## config.mk

```make
export PLATFORM = sky130hd
export DESIGN_NAME = compass_heading_from_xy_top_flat
export DESIGN_NICKNAME = d
export VERILOG_FILES = /design/src/design/chfxy_pkg.sv /design/src/design/chfxy_in_if.sv /design/src/design/chfxy_out_if.sv /design/src/design/chfxy_fold.sv /design/src/design/chfxy_cell.sv /design/src/design/chfxy_scale.sv /design/src/design/compass_heading_from_xy_top.sv /design/src/flat_wrapper.sv
export SDC_FILE = /design/constraint.sdc
export NUM_CORES = 2
export LEC_CHECK = 0
export BUFFER_PORTS_ARGS = -buffer_cell sky130_fd_sc_hd__buf_4
export CAP_MARGIN = 20
export CORE_ASPECT_RATIO = 1.4
export CORE_MARGIN = 5
export CORE_UTILIZATION = 40
export CTS_CLUSTER_SIZE = 28
export DETAILED_ROUTE_END_ITERATION = 12
export GPL_ROUTABILITY_DRIVEN = 0
export GPL_TIMING_DRIVEN = 0
export PLACE_DENSITY = 0.6
export SYNTH_ARGS = -nofsm -noshare
export SYNTH_HDL_FRONTEND = slang
export SYNTH_SLANG_ARGS = --single-unit
```

## constraint.sdc

```tcl
create_clock -name clk_i -period 12.7 [get_ports clk_i]
set_input_delay 0.635 -clock clk_i [delete_from_list [all_inputs] [get_ports clk_i]]
set_output_delay 0.635 -clock clk_i [all_outputs]
set_load 0.05 [all_outputs]
```

## src/design/chfxy_pkg.sv

```systemverilog
package chfxy_pkg;

  localparam int unsigned ANGLE_ITERATIONS_DEF = 16;
  localparam int unsigned TAB_LEN  = 24;
  localparam int unsigned PRESHIFT = 20;
  localparam int unsigned MAG_W    = 16;
  localparam int unsigned ABS_W    = MAG_W + 1;
  // folded magnitude < 2^16.3 after cordic gain, plus fraction and sign
  localparam int unsigned XW       = 39;
  localparam int unsigned AW       = 32;
  localparam int unsigned HW       = 15;

  localparam logic [AW-1:0] TURN_EIGHTH  = 32'h2000_0000;
  localparam logic [AW-1:0] TURN_QUARTER = 32'h4000_0000;
  localparam logic [AW-1:0] TURN_HALF    = 32'h8000_0000;
  localparam logic [HW-1:0] STEPS_PER_TURN = 15'd23040;

  typedef struct packed {
    logic signed [XW-1:0] x;
    logic signed [XW-1:0] y;
    logic [AW-1:0]        z;
  } cordic_t;

  typedef struct packed {
    logic swap;    // |y| > |x|, octant angle taken from the y axis
    logic sx_neg;
    logic sy_neg;
    logic axis;    // smaller magnitude is zero
    logic diag;    // equal magnitudes
  } meta_t;

  // atan(2^-i) in binary angle units, 2^32 per turn
  function automatic logic [AW-1:0] atan_entry(input int unsigned idx);
    logic [AW-1:0] r;
    case (idx)
      0:  r = 32'h2000_0000;
      1:  r = 32'h12E4_051E;
      2:  r = 32'h09FB_385B;
      3:  r = 32'h0511_11D4;
      4:  r = 32'h028B_0D43;
      5:  r = 32'h0145_D7E1;
      6:  r = 32'h00A2_F61E;
      7:  r = 32'h0051_7C55;
      8:  r = 32'h0028_BE53;
      9:  r = 32'h0014_5F2F;
      10: r = 32'h000A_2F98;
      11: r = 32'h0005_17CC;
      12: r = 32'h0002_8BE6;
      13: r = 32'h0001_45F3;
      14: r = 32'h0000_A2FA;
      15: r = 32'h0000_517D;
      16: r = 32'h0000_28BE;
      17: r = 32'h0000_145F;
      18: r = 32'h0000_0A30;
      19: r = 32'h0000_0518;
      20: r = 32'h0000_028C;
      21: r = 32'h0000_0146;
      22: r = 32'h0000_00A3;
      23: r = 32'h0000_0051;
      default: r = '0;
    endcase
    return r;
  endfunction

endpackage

```

## src/design/chfxy_in_if.sv

```systemverilog
interface chfxy_in_if;
  logic                                  valid;
  logic                                  ready;
  logic signed [chfxy_pkg::MAG_W-1:0]    mag_x;
  logic signed [chfxy_pkg::MAG_W-1:0]    mag_y;

  modport source (output valid, output mag_x, output mag_y, input ready);
  modport sink   (input valid, input mag_x, input mag_y, output ready);
endinterface

```

## src/design/chfxy_out_if.sv

```systemverilog
interface chfxy_out_if;
  logic                        valid;
  logic                        ready;
  logic [chfxy_pkg::HW-1:0]    heading;

  modport source (output valid, output heading, input ready);
  modport sink   (input valid, input heading, output ready);
endinterface

```

## src/design/chfxy_fold.sv

```systemverilog
module chfxy_fold (
  input  logic                               clk_i,
  input  logic                               rst_ni,
  input  logic                               valid_i,
  output logic                               ready_o,
  input  logic signed [chfxy_pkg::MAG_W-1:0] mag_x_i,
  input  logic signed [chfxy_pkg::MAG_W-1:0] mag_y_i,
  output logic                               valid_o,
  input  logic                               ready_i,
  output chfxy_pkg::cordic_t                 data_o,
  output chfxy_pkg::meta_t                   meta_o
);

  localparam int unsigned AbsW = chfxy_pkg::ABS_W;
  localparam int unsigned TopPad = chfxy_pkg::XW - AbsW - chfxy_pkg::PRESHIFT;

  logic [AbsW-1:0]    ax, ay, p, q;
  chfxy_pkg::cordic_t data_d, data_q;
  chfxy_pkg::meta_t   meta_d, meta_q;
  logic               valid_q;

  always_comb begin
    ax = mag_x_i[chfxy_pkg::MAG_W-1] ? AbsW'(-$signed({mag_x_i[chfxy_pkg::MAG_W-1], mag_x_i}))
                                     : {1'b0, mag_x_i};
    ay = mag_y_i[chfxy_pkg::MAG_W-1] ? AbsW'(-$signed({mag_y_i[chfxy_pkg::MAG_W-1], mag_y_i}))
                                     : {1'b0, mag_y_i};
    meta_d.swap   = ay > ax;
    meta_d.sx_neg = mag_x_i[chfxy_pkg::MAG_W-1];
    meta_d.sy_neg = mag_y_i[chfxy_pkg::MAG_W-1];
    p = meta_d.swap ? ay : ax;
    q = meta_d.swap ? ax : ay;
    meta_d.axis = (q == '0);
    meta_d.diag = (q == p);
    data_d.x = $signed({{TopPad{1'b0}}, p, {chfxy_pkg::PRESHIFT{1'b0}}});
    data_d.y = $signed({{TopPad{1'b0}}, q, {chfxy_pkg::PRESHIFT{1'b0}}});
    data_d.z = '0;
  end

  assign ready_o = !valid_q || ready_i;

  always_ff @(posedge clk_i or negedge rst_ni) begin
    if (!rst_ni) begin
      valid_q <= 1'b0;
    end else if (ready_o) begin
      valid_q <= valid_i;
    end
  end

  always_ff @(posedge clk_i) begin
    if (ready_o && valid_i) begin
      data_q <= data_d;
      meta_q <= meta_d;
    end
  end

  assign valid_o = valid_q;
  assign data_o  = data_q;
  assign meta_o  = meta_q;

endmodule

```

## src/design/chfxy_cell.sv

```systemverilog
module chfxy_cell #(
  parameter int unsigned STAGE = 0
) (
  input  logic               clk_i,
  input  logic               rst_ni,
  input  logic               valid_i,
  output logic               ready_o,
  input  chfxy_pkg::cordic_t data_i,
  input  chfxy_pkg::meta_t   meta_i,
  output logic               valid_o,
  input  logic               ready_i,
  output chfxy_pkg::cordic_t data_o,
  output chfxy_pkg::meta_t   meta_o
);

  localparam logic [chfxy_pkg::AW-1:0] Atan = chfxy_pkg::atan_entry(STAGE);

  logic signed [chfxy_pkg::XW-1:0] dx, dy;
  chfxy_pkg::cordic_t              data_d, data_q;
  chfxy_pkg::meta_t                meta_q;
  logic                            valid_q;

  // one vectoring rotation, shifts floor towards minus infinity
  always_comb begin
    dx = $signed(data_i.y) >>> STAGE;
    dy = $signed(data_i.x) >>> STAGE;
    if (!data_i.y[chfxy_pkg::XW-1]) begin
      data_d.x = data_i.x + dx;
      data_d.y = data_i.y - dy;
      data_d.z = data_i.z + Atan;
    end else begin
      data_d.x = data_i.x - dx;
      data_d.y = data_i.y + dy;
      data_d.z = data_i.z - Atan;
    end
  end

  assign ready_o = !valid_q || ready_i;

  always_ff @(posedge clk_i or negedge rst_ni) begin
    if (!rst_ni) begin
      valid_q <= 1'b0;
    end else if (ready_o) begin
      valid_q <= valid_i;
    end
  end

  always_ff @(posedge clk_i) begin
    if (ready_o && valid_i) begin
      data_q <= data_d;
      meta_q <= meta_i;
    end
  end

  assign valid_o = valid_q;
  assign data_o  = data_q;
  assign meta_o  = meta_q;

endmodule

```

## src/design/chfxy_scale.sv

```systemverilog
module chfxy_scale (
  input  logic                        clk_i,
  input  logic                        rst_ni,
  input  logic                        valid_i,
  output logic                        ready_o,
  input  chfxy_pkg::cordic_t          data_i,
  input  chfxy_pkg::meta_t            meta_i,
  output logic                        valid_o,
  input  logic                        ready_i,
  output logic [chfxy_pkg::HW-1:0]    heading_o
);

  localparam int unsigned AW = chfxy_pkg::AW;
  localparam int unsigned PW = AW + chfxy_pkg::HW + 1;

  logic [AW-1:0]             oct, theta, ang_d, ang_q;
  logic [PW-1:0]             prod;
  logic [chfxy_pkg::HW-1:0]  h, heading_d, heading_q;
  logic                      va_q, vb_q, en_b;

  // octant angle to full-turn binary angle
  always_comb begin
    if (meta_i.axis) begin
      oct = '0;
    end else if (meta_i.diag) begin
      oct = chfxy_pkg::TURN_EIGHTH;
    end else begin
      oct = data_i.z;
    end
    theta = meta_i.swap ? chfxy_pkg::TURN_QUARTER - oct : oct;
    case ({meta_i.sx_neg, meta_i.sy_neg})
      2'b00:   ang_d = theta;
      2'b10:   ang_d = chfxy_pkg::TURN_HALF - theta;
      2'b11:   ang_d = chfxy_pkg::TURN_HALF + theta;
      default: ang_d = '0 - theta;
    endcase
  end

  // scale to 1/64 degree, round half up, wrap a full turn to zero
  always_comb begin
    prod = {{(PW-AW){1'b0}}, ang_q} * PW'(chfxy_pkg::STEPS_PER_TURN)
           + PW'(chfxy_pkg::TURN_HALF);
    h = prod[AW +: chfxy_pkg::HW];
    heading_d = (h >= chfxy_pkg::STEPS_PER_TURN) ? '0 : h;
  end

  assign en_b    = !vb_q || ready_i;
  assign ready_o = !va_q || en_b;

  always_ff @(posedge clk_i or negedge rst_ni) begin
    if (!rst_ni) begin
      va_q <= 1'b0;
      vb_q <= 1'b0;
    end else begin
      if (ready_o) begin
        va_q <= valid_i;
      end
      if (en_b) begin
        vb_q <= va_q;
      end
    end
  end

  always_ff @(posedge clk_i) begin
    if (ready_o && valid_i) begin
      ang_q <= ang_d;
    end
    if (en_b && va_q) begin
      heading_q <= heading_d;
    end
  end

  assign valid_o   = vb_q;
  assign heading_o = heading_q;

endmodule

```

## src/design/compass_heading_from_xy_top.sv

```systemverilog
// channel    dir  payload                     transfer when
// sample_i   in   mag_x[15:0], mag_y[15:0]    valid & ready
// result_o   out  heading[14:0]               valid & ready
//
// one sample pair per clock while the output is not stalled
// a sample passes the octant fold register, the row of cordic cells, one rotation
// per cell, then two scaling registers (angle map, then multiply)
// reset clears only the valid bits of the stages
// each stage takes a new item when it is empty or its neighbor moves, so
// bubbles close up and input is taken while a result waits at the output
module compass_heading_from_xy_top #(
  parameter int unsigned ANGLE_ITERATIONS = chfxy_pkg::ANGLE_ITERATIONS_DEF
) (
  input  logic        clk_i,
  input  logic        rst_ni,
  chfxy_in_if.sink    sample_i,
  chfxy_out_if.source result_o
);

  chfxy_pkg::cordic_t c_data  [0:ANGLE_ITERATIONS];
  chfxy_pkg::meta_t   c_meta  [0:ANGLE_ITERATIONS];
  logic               c_valid [0:ANGLE_ITERATIONS];
  logic               c_ready [0:ANGLE_ITERATIONS];

  chfxy_fold u_fold (
    .clk_i   (clk_i),
    .rst_ni  (rst_ni),
    .valid_i (sample_i.valid),
    .ready_o (sample_i.ready),
    .mag_x_i (sample_i.mag_x),
    .mag_y_i (sample_i.mag_y),
    .valid_o (c_valid[0]),
    .ready_i (c_ready[0]),
    .data_o  (c_data[0]),
    .meta_o  (c_meta[0])
  );

  for (genvar k = 0; k < ANGLE_ITERATIONS; k++) begin : g_cell
    chfxy_cell #(
      .STAGE (k)
    ) u_cell (
      .clk_i   (clk_i),
      .rst_ni  (rst_ni),
      .valid_i (c_valid[k]),
      .ready_o (c_ready[k]),
      .data_i  (c_data[k]),
      .meta_i  (c_meta[k]),
      .valid_o (c_valid[k+1]),
      .ready_i (c_ready[k+1]),
      .data_o  (c_data[k+1]),
      .meta_o  (c_meta[k+1])
    );
  end

  chfxy_scale u_scale (
    .clk_i     (clk_i),
    .rst_ni    (rst_ni),
    .valid_i   (c_valid[ANGLE_ITERATIONS]),
    .ready_o   (c_ready[ANGLE_ITERATIONS]),
    .data_i    (c_data[ANGLE_ITERATIONS]),
    .meta_i    (c_meta[ANGLE_ITERATIONS]),
    .valid_o   (result_o.valid),
    .ready_i   (result_o.ready),
    .heading_o (result_o.heading)
  );

endmodule

```

## src/flat_wrapper.sv

```systemverilog
// flat-port wrapper written by rule: the top's interface ports become plain ports
module compass_heading_from_xy_top_flat 
#(
  parameter int unsigned ANGLE_ITERATIONS = chfxy_pkg::ANGLE_ITERATIONS_DEF
)
  (clk_i, rst_ni, sample_i_valid, sample_i_mag_x, sample_i_mag_y, sample_i_ready, result_o_valid, result_o_heading, result_o_ready);
  chfxy_in_if sample_i_i ();
  chfxy_out_if result_o_i ();
  input  logic clk_i;
  input  logic rst_ni;
  input wire logic [$bits(sample_i_i.valid)-1:0] sample_i_valid;
  input wire logic [$bits(sample_i_i.mag_x)-1:0] sample_i_mag_x;
  input wire logic [$bits(sample_i_i.mag_y)-1:0] sample_i_mag_y;
  output wire logic [$bits(sample_i_i.ready)-1:0] sample_i_ready;
  output wire logic [$bits(result_o_i.valid)-1:0] result_o_valid;
  output wire logic [$bits(result_o_i.heading)-1:0] result_o_heading;
  input wire logic [$bits(result_o_i.ready)-1:0] result_o_ready;
  assign sample_i_i.valid = sample_i_valid;
  assign sample_i_i.mag_x = sample_i_mag_x;
  assign sample_i_i.mag_y = sample_i_mag_y;
  assign sample_i_ready = sample_i_i.ready;
  assign result_o_valid = result_o_i.valid;
  assign result_o_heading = result_o_i.heading;
  assign result_o_i.ready = result_o_ready;
  compass_heading_from_xy_top #(.ANGLE_ITERATIONS(ANGLE_ITERATIONS)) u_core (.clk_i(clk_i), .rst_ni(rst_ni), .sample_i(sample_i_i), .result_o(result_o_i));
endmodule
```

After elaboration in Yosys (flattened, before gate mapping) --
Index checks and enable logic that the tools add are counted.
Operators by class: $add $sub $neg 93, $mul 1, magnitude comparators 2, equal/unequal tests 3, mux-type cells 23, reductions and logical operators 59
Operators by type and width (number):
- $mux W110 | 14
- $mux W32 | 4
- $add A39 B37 Y39 | 3
- $sub A39 B37 Y39 | 3
- $pmux W32 S3 | 1
- $add A39 B25 Y39 | 2
- $add A39 B26 Y39 | 2
- $add A39 B27 Y39 | 2
- $add A39 B28 Y39 | 2
- $add A39 B29 Y39 | 2
- $add A39 B30 Y39 | 2
- $add A39 B31 Y39 | 2
- $add A39 B32 Y39 | 2
- $add A39 B33 Y39 | 2
- $add A39 B34 Y39 | 2
- $add A39 B35 Y39 | 2
- $add A39 B36 Y39 | 2
- $sub A39 B25 Y39 | 2
- $sub A39 B26 Y39 | 2
- $sub A39 B27 Y39 | 2
- $sub A39 B28 Y39 | 2
- $sub A39 B29 Y39 | 2
- $sub A39 B30 Y39 | 2
- $sub A39 B31 Y39 | 2
- 54 further kinds | 118
Word-level totals: flip-flop bits (word level) 1794, input bits 36, output and inout port bits 17, logic and storage cells 333

Longest topological paths before layout --
depth in word-level cells 21, gate-level depth with buffers 24

Modules after synthesis --
From an unflattened synthesis, not the netlist that was laid out.
Unflattened totals: cell total of the unflattened synthesis 19883, area total of the unflattened synthesis 180992.3 um^2
Modules (own cells, without submodules):
- chfxy_cell (u_core.g_cell[12].u_cell) | instances 1, cells an instance 1223, area each 10899.2 um^2, seq. area each 3478.3 um^2
- chfxy_cell (u_core.g_cell[4].u_cell) | instances 1, cells an instance 1190, area each 10840.4 um^2, seq. area each 3478.3 um^2
- chfxy_cell (u_core.g_cell[5].u_cell) | instances 1, cells an instance 1219, area each 10839.1 um^2, seq. area each 3478.3 um^2
- chfxy_cell (u_core.g_cell[15].u_cell) | instances 1, cells an instance 1170, area each 10780.3 um^2, seq. area each 3478.3 um^2
- chfxy_cell (u_core.g_cell[9].u_cell) | instances 1, cells an instance 1204, area each 10754.1 um^2, seq. area each 3478.3 um^2
- chfxy_cell (u_core.g_cell[1].u_cell) | instances 1, cells an instance 1182, area each 10729.0 um^2, seq. area each 3478.3 um^2
- chfxy_cell (u_core.g_cell[3].u_cell) | instances 1, cells an instance 1152, area each 10659.0 um^2, seq. area each 3478.3 um^2
- chfxy_cell (u_core.g_cell[6].u_cell) | instances 1, cells an instance 1147, area each 10622.7 um^2, seq. area each 3478.3 um^2
- chfxy_cell (u_core.g_cell[0].u_cell) | instances 1, cells an instance 1215, area each 10583.9 um^2, seq. area each 3448.3 um^2
- chfxy_cell (u_core.g_cell[14].u_cell) | instances 1, cells an instance 1175, area each 10582.6 um^2, seq. area each 3478.3 um^2
- chfxy_cell (u_core.g_cell[8].u_cell) | instances 1, cells an instance 1133, area each 10576.4 um^2, seq. area each 3478.3 um^2
- chfxy_cell (u_core.g_cell[2].u_cell) | instances 1, cells an instance 1149, area each 10538.9 um^2, seq. area each 3478.3 um^2
- chfxy_cell (u_core.g_cell[13].u_cell) | instances 1, cells an instance 1136, area each 10436.3 um^2, seq. area each 3478.3 um^2
- chfxy_cell (u_core.g_cell[11].u_cell) | instances 1, cells an instance 1128, area each 10408.7 um^2, seq. area each 3478.3 um^2
- 4 more rows

Least setup slack after synthesis --
OpenSTA, ideal clock, no wires.
path type reg2reg, start point reg u_core.u_scale.vb_q (netlist: u_core.u_scale.valid_o), end point reg u_core.g_cell[6].u_cell.data_q, in the netlist u_core.g_cell[6].u_cell.data_o[100], enable pin, library setup time 602 ps, arrival time 6220 ps, path slack 5878 ps, cell stages (with the launch flop) 7, period minus slack after synthesis 6822 ps, cell sequence dfrtp_1 -> nor2b_1 -> nand3_1 -> nor2_1 -> nand2_1 -> nor3_1 -> nor2b_1
Between the ends: longest elaborated chain between the ends 14
RTL lines:
- from (decl) | RTL line chfxy_scale.sv:19 | logic va_q, vb_q, en_b;
- from (signal assigned) | RTL line chfxy_scale.sv:59 | vb_q <= va_q;
- $logic_not A1 Y1 | RTL line chfxy_scale.sv:47 | assign en_b = !vb_q || ready_i;
- $logic_or A1 B1 Y1 | RTL line chfxy_scale.sv:47
- $logic_or A1 B1 Y1 | RTL line chfxy_scale.sv:48 | assign ready_o = !va_q || en_b;
- $logic_or A1 B1 Y1 (10 in a row) | RTL line chfxy_cell.sv:38 | assign ready_o = !valid_q || ready_i;
- $logic_and A1 B1 Y1 | RTL line chfxy_cell.sv:49 | if (ready_o && valid_i) begin
- to (signal assigned) | RTL line chfxy_cell.sv:50 | data_q <= data_d;
- to (decl) | RTL line chfxy_cell.sv:19 | chfxy_pkg::cordic_t data_d, data_q;
No other way between the ends. A chain may end at the register's enable or synchronous reset.

==> results.md <==
* Final std cells w/o fill at 17509
* Post-layout min period at 7890 ps
* Worst-path maximum fanout at 19
* GRT Total Usage at 18.7%
* #FFs+latches synth at ~1500
* Core area at 311000 sq um
* CTS sink cnt at 1520
* Mapped Area at 125000 sq um
* IO Port Bufs at 52
* Number of global-route vias before repair at ~94000
* Most frequent cell after synthesis: edfxtp_1
* Register area share after synthesis at 36.5%
* Area delta synth->final at 9.63%
* Synth top area share at 36.1%
* Dpl hpwl at 255000 um
* Ys flop type: edfxtp_1
* Share of cells above drive strength 1 at approximately 4.1%
* Yosys warnings at 0
* Unique cell type count in the Yosys netlist at 100
* Vias at between 90000 and 100k
* Grt ovf at 0
* Clock Latency Late Sink at 900 ps
* Die area at 323000 sq um
* Htree depth at 4
* Slew HR at 22.9%
* Endpoints failing setup at 0
* Least-Margin Pin Slew at about 1200 ps
* Cts-stage hold buffer count at 4
* TritonCTS Buffers at 174
* Startpoint type of the worst setup path: register
* Placed cell count at 17192
* Detail Route Antenna Nets at 0
* Initial antenna violation count at 1
* CTS Buffer Depth at 4
* Maxcap violations at 0
* Vert. Die Dim at 671 um
* Clock Skew at around 86 ps
* Syn Area/Cell at 9.64 sq um
* R2R Setup Slk at 4810 ps
* Clock root buffer: clkbuf_16
* Yosys top cell by area: edfxtp_1
* Resized Gates After CTS at 0
* Post-CTS setup buffers at 0
* Initial core utilization at 40.2%
* Top post-synthesis cells by area: edfxtp_1, ha_1, xnor2_1, a21oi_1, xor2_1
* First-pass GRT wire length at a little under 500000 um
* Asr flop ratio synth at roughly 1.3%
* Drt total wl at about 310000 um
* CP Class: register to register
* FMAX at 127 MHz
* TritonCTS clock tree: yes
* Post-synth top cells: edfxtp_1, ha_1, nor2_1
* RSZ-0062 raised after global routing: false
* 1st-iter DRT viols at 3781
* Largest net degree at the start of global routing at 77
* Final Hold Fails at 0
* Die Width at 482 um
* Post-route DRC at 0
* Worst setup EP type: register
* Outcome: finished, final reports clean
* Total Negative Setup Slacks at 0 ps
* Final Max Slew Viols at 0
* DRT Pass-1 Iters at 8
* Arr. time, crit path at 8490 ps
* Site Rows at 242
* Post-synth EDFFs at 1501
* Vias per inst at roughly 5.4
* Crit share post-route at 62.2%
* Worst EP required at 13290 ps
* HP Class: primary input to register
* IO Count at 53
* Clk slew on worst S/H paths at 60 ps
* Final Net Count at between 10000 and 15000
* Drt wl/cell at 17.7 um
* Syn Inst Count at around 13000
state kept, by name, summed over array words and instances (netlist names):
register                      flops
u_core.u_fold.data_o             34
u_core.u_scale.heading_o         15
u_core.u_scale.ang_q             31
u_core.u_fold.valid_o             1
u_core.g_cell.u_cell.valid_o     16
u_core.g_cell.u_cell.data_o    1336
u_core.u_fold.meta_o              5
u_core.u_scale.valid_o            1
u_core.g_cell.u_cell.meta_o      80
u_core.u_scale.va_q               1
worst paths after layout:
kind,cells after the start,end,from
max in group asynchronous,2,u_core.u_scale.valid_o,rst_ni
hold / removal,3,u_core.u_fold.data_o[91],sample_i_mag_x[0]
setup / recovery,21,u_core.g_cell[5].u_cell.data_o[70],u_core.g_cell[4].u_cell.data_o[70]
hold reg to reg,0,u_core.g_cell[3].u_cell.meta_o[0],u_core.g_cell[2].u_cell.meta_o[0]
min in group asynchronous,2,u_core.u_fold.valid_o,rst_ni
setup reg to reg,21,u_core.g_cell[5].u_cell.data_o[70],u_core.g_cell[4].u_cell.data_o[70]
critical path, cell delays in order, from the launching register on:
cell and delay (ps):
edfxtp_1 800, clkbuf_1 650, clkbuf_1 750, inv_1 770, o21ai_0 300, xnor2_1 100, ha_1 220, fa_1 410
a21o_1 180, a21oi_1 230, o21bai_1 90, a21oi_1 300, o21bai_1 130, a211o_1 320, a2111oi_0 430, buf_1 240
o311ai_0 160, a21oi_1 340, o21ai_0 210, a211oi_1 380, a21oi_1 170, xor2_1 400
stage by stage:
stage / instance area (sq um) / hold WS [ps] / util [%] / setup slack (ps)
CTS: 137000 / 10.7 / 44.0 / 4560
global placement: 130000 / 401 / 42.0 / 3520
floorplan: 125000 / 339 / - / 5880
detailed placement: 131000 / 405 / 42.2 / 4680
finish: 137000 / 70.6 / 44.0 / 4810
global route: 137000 / 48.8 / 44.0 / 4130
layer usage:
| metal | GRT usage (%) | routed length [um] | up-vias |
|---|---|---|---|
| met2 | 38.5 | 174000 | 1629 |
| met1 | 16.7 | 105000 | 43727 |
| met5 | 0 | 0 | - |
| met4 | 12.3 | 23400 | 0 |
| met3 | 1.95 | 7500 | 953 |
| li1 | - | - | 48181 |
placed cells by master, fill, tap and decap left out, types with 65 or more instances in the layout:
cell type / count
and2_1: 96
and3_1: 137
ha_1: 1433
or3_1: 97
nor3_1: 413
a211oi_1: 73
inv_1: 641
nor2b_1: 230
clkbuf_1: 145
o41ai_1: 66
o31ai_1: 69
a21o_1: 415
fa_1: 65
xor2_1: 656
o21a_1: 171
nor4_1: 107
clkbuf_16: 178
edfxtp_1: 1501
xnor2_1: 1171
a21oi_1: 1259
nand3_1: 219
nand2_1: 627
o21ai_0: 544
o21bai_1: 171
nand2b_1: 199
or2_2: 76
a31oi_1: 142
nor2_1: 1345
area by class of cell:
class	instances	area, sq um
clock buffer	208	4650
sequential	1520	45500
antenna	1	2.50
timing repair buffer	101	1200
buffer	153	588
clock inverter	100	898
fill	30091	174000
inverter	647	2430
tap	4148	5190
multi-input combinational	10631	76300
cell families after synthesis:
family	Yosys count	synth area share, %
AOI/OAI and AO/OA	3391	17.2
xor gates and xnor gates	1827	12.8
adders and majority gates	1498	15.4
buffers and inverters	800	2.42
DFF	1520	36.5
muxes	82	0.698
other	2	0.00602
and+or+nand+nor	3829	15.0
Power is left out: the tool's default activity adds up to more than one toggle a clock period on the data nets, which glitch-free logic cannot reach.
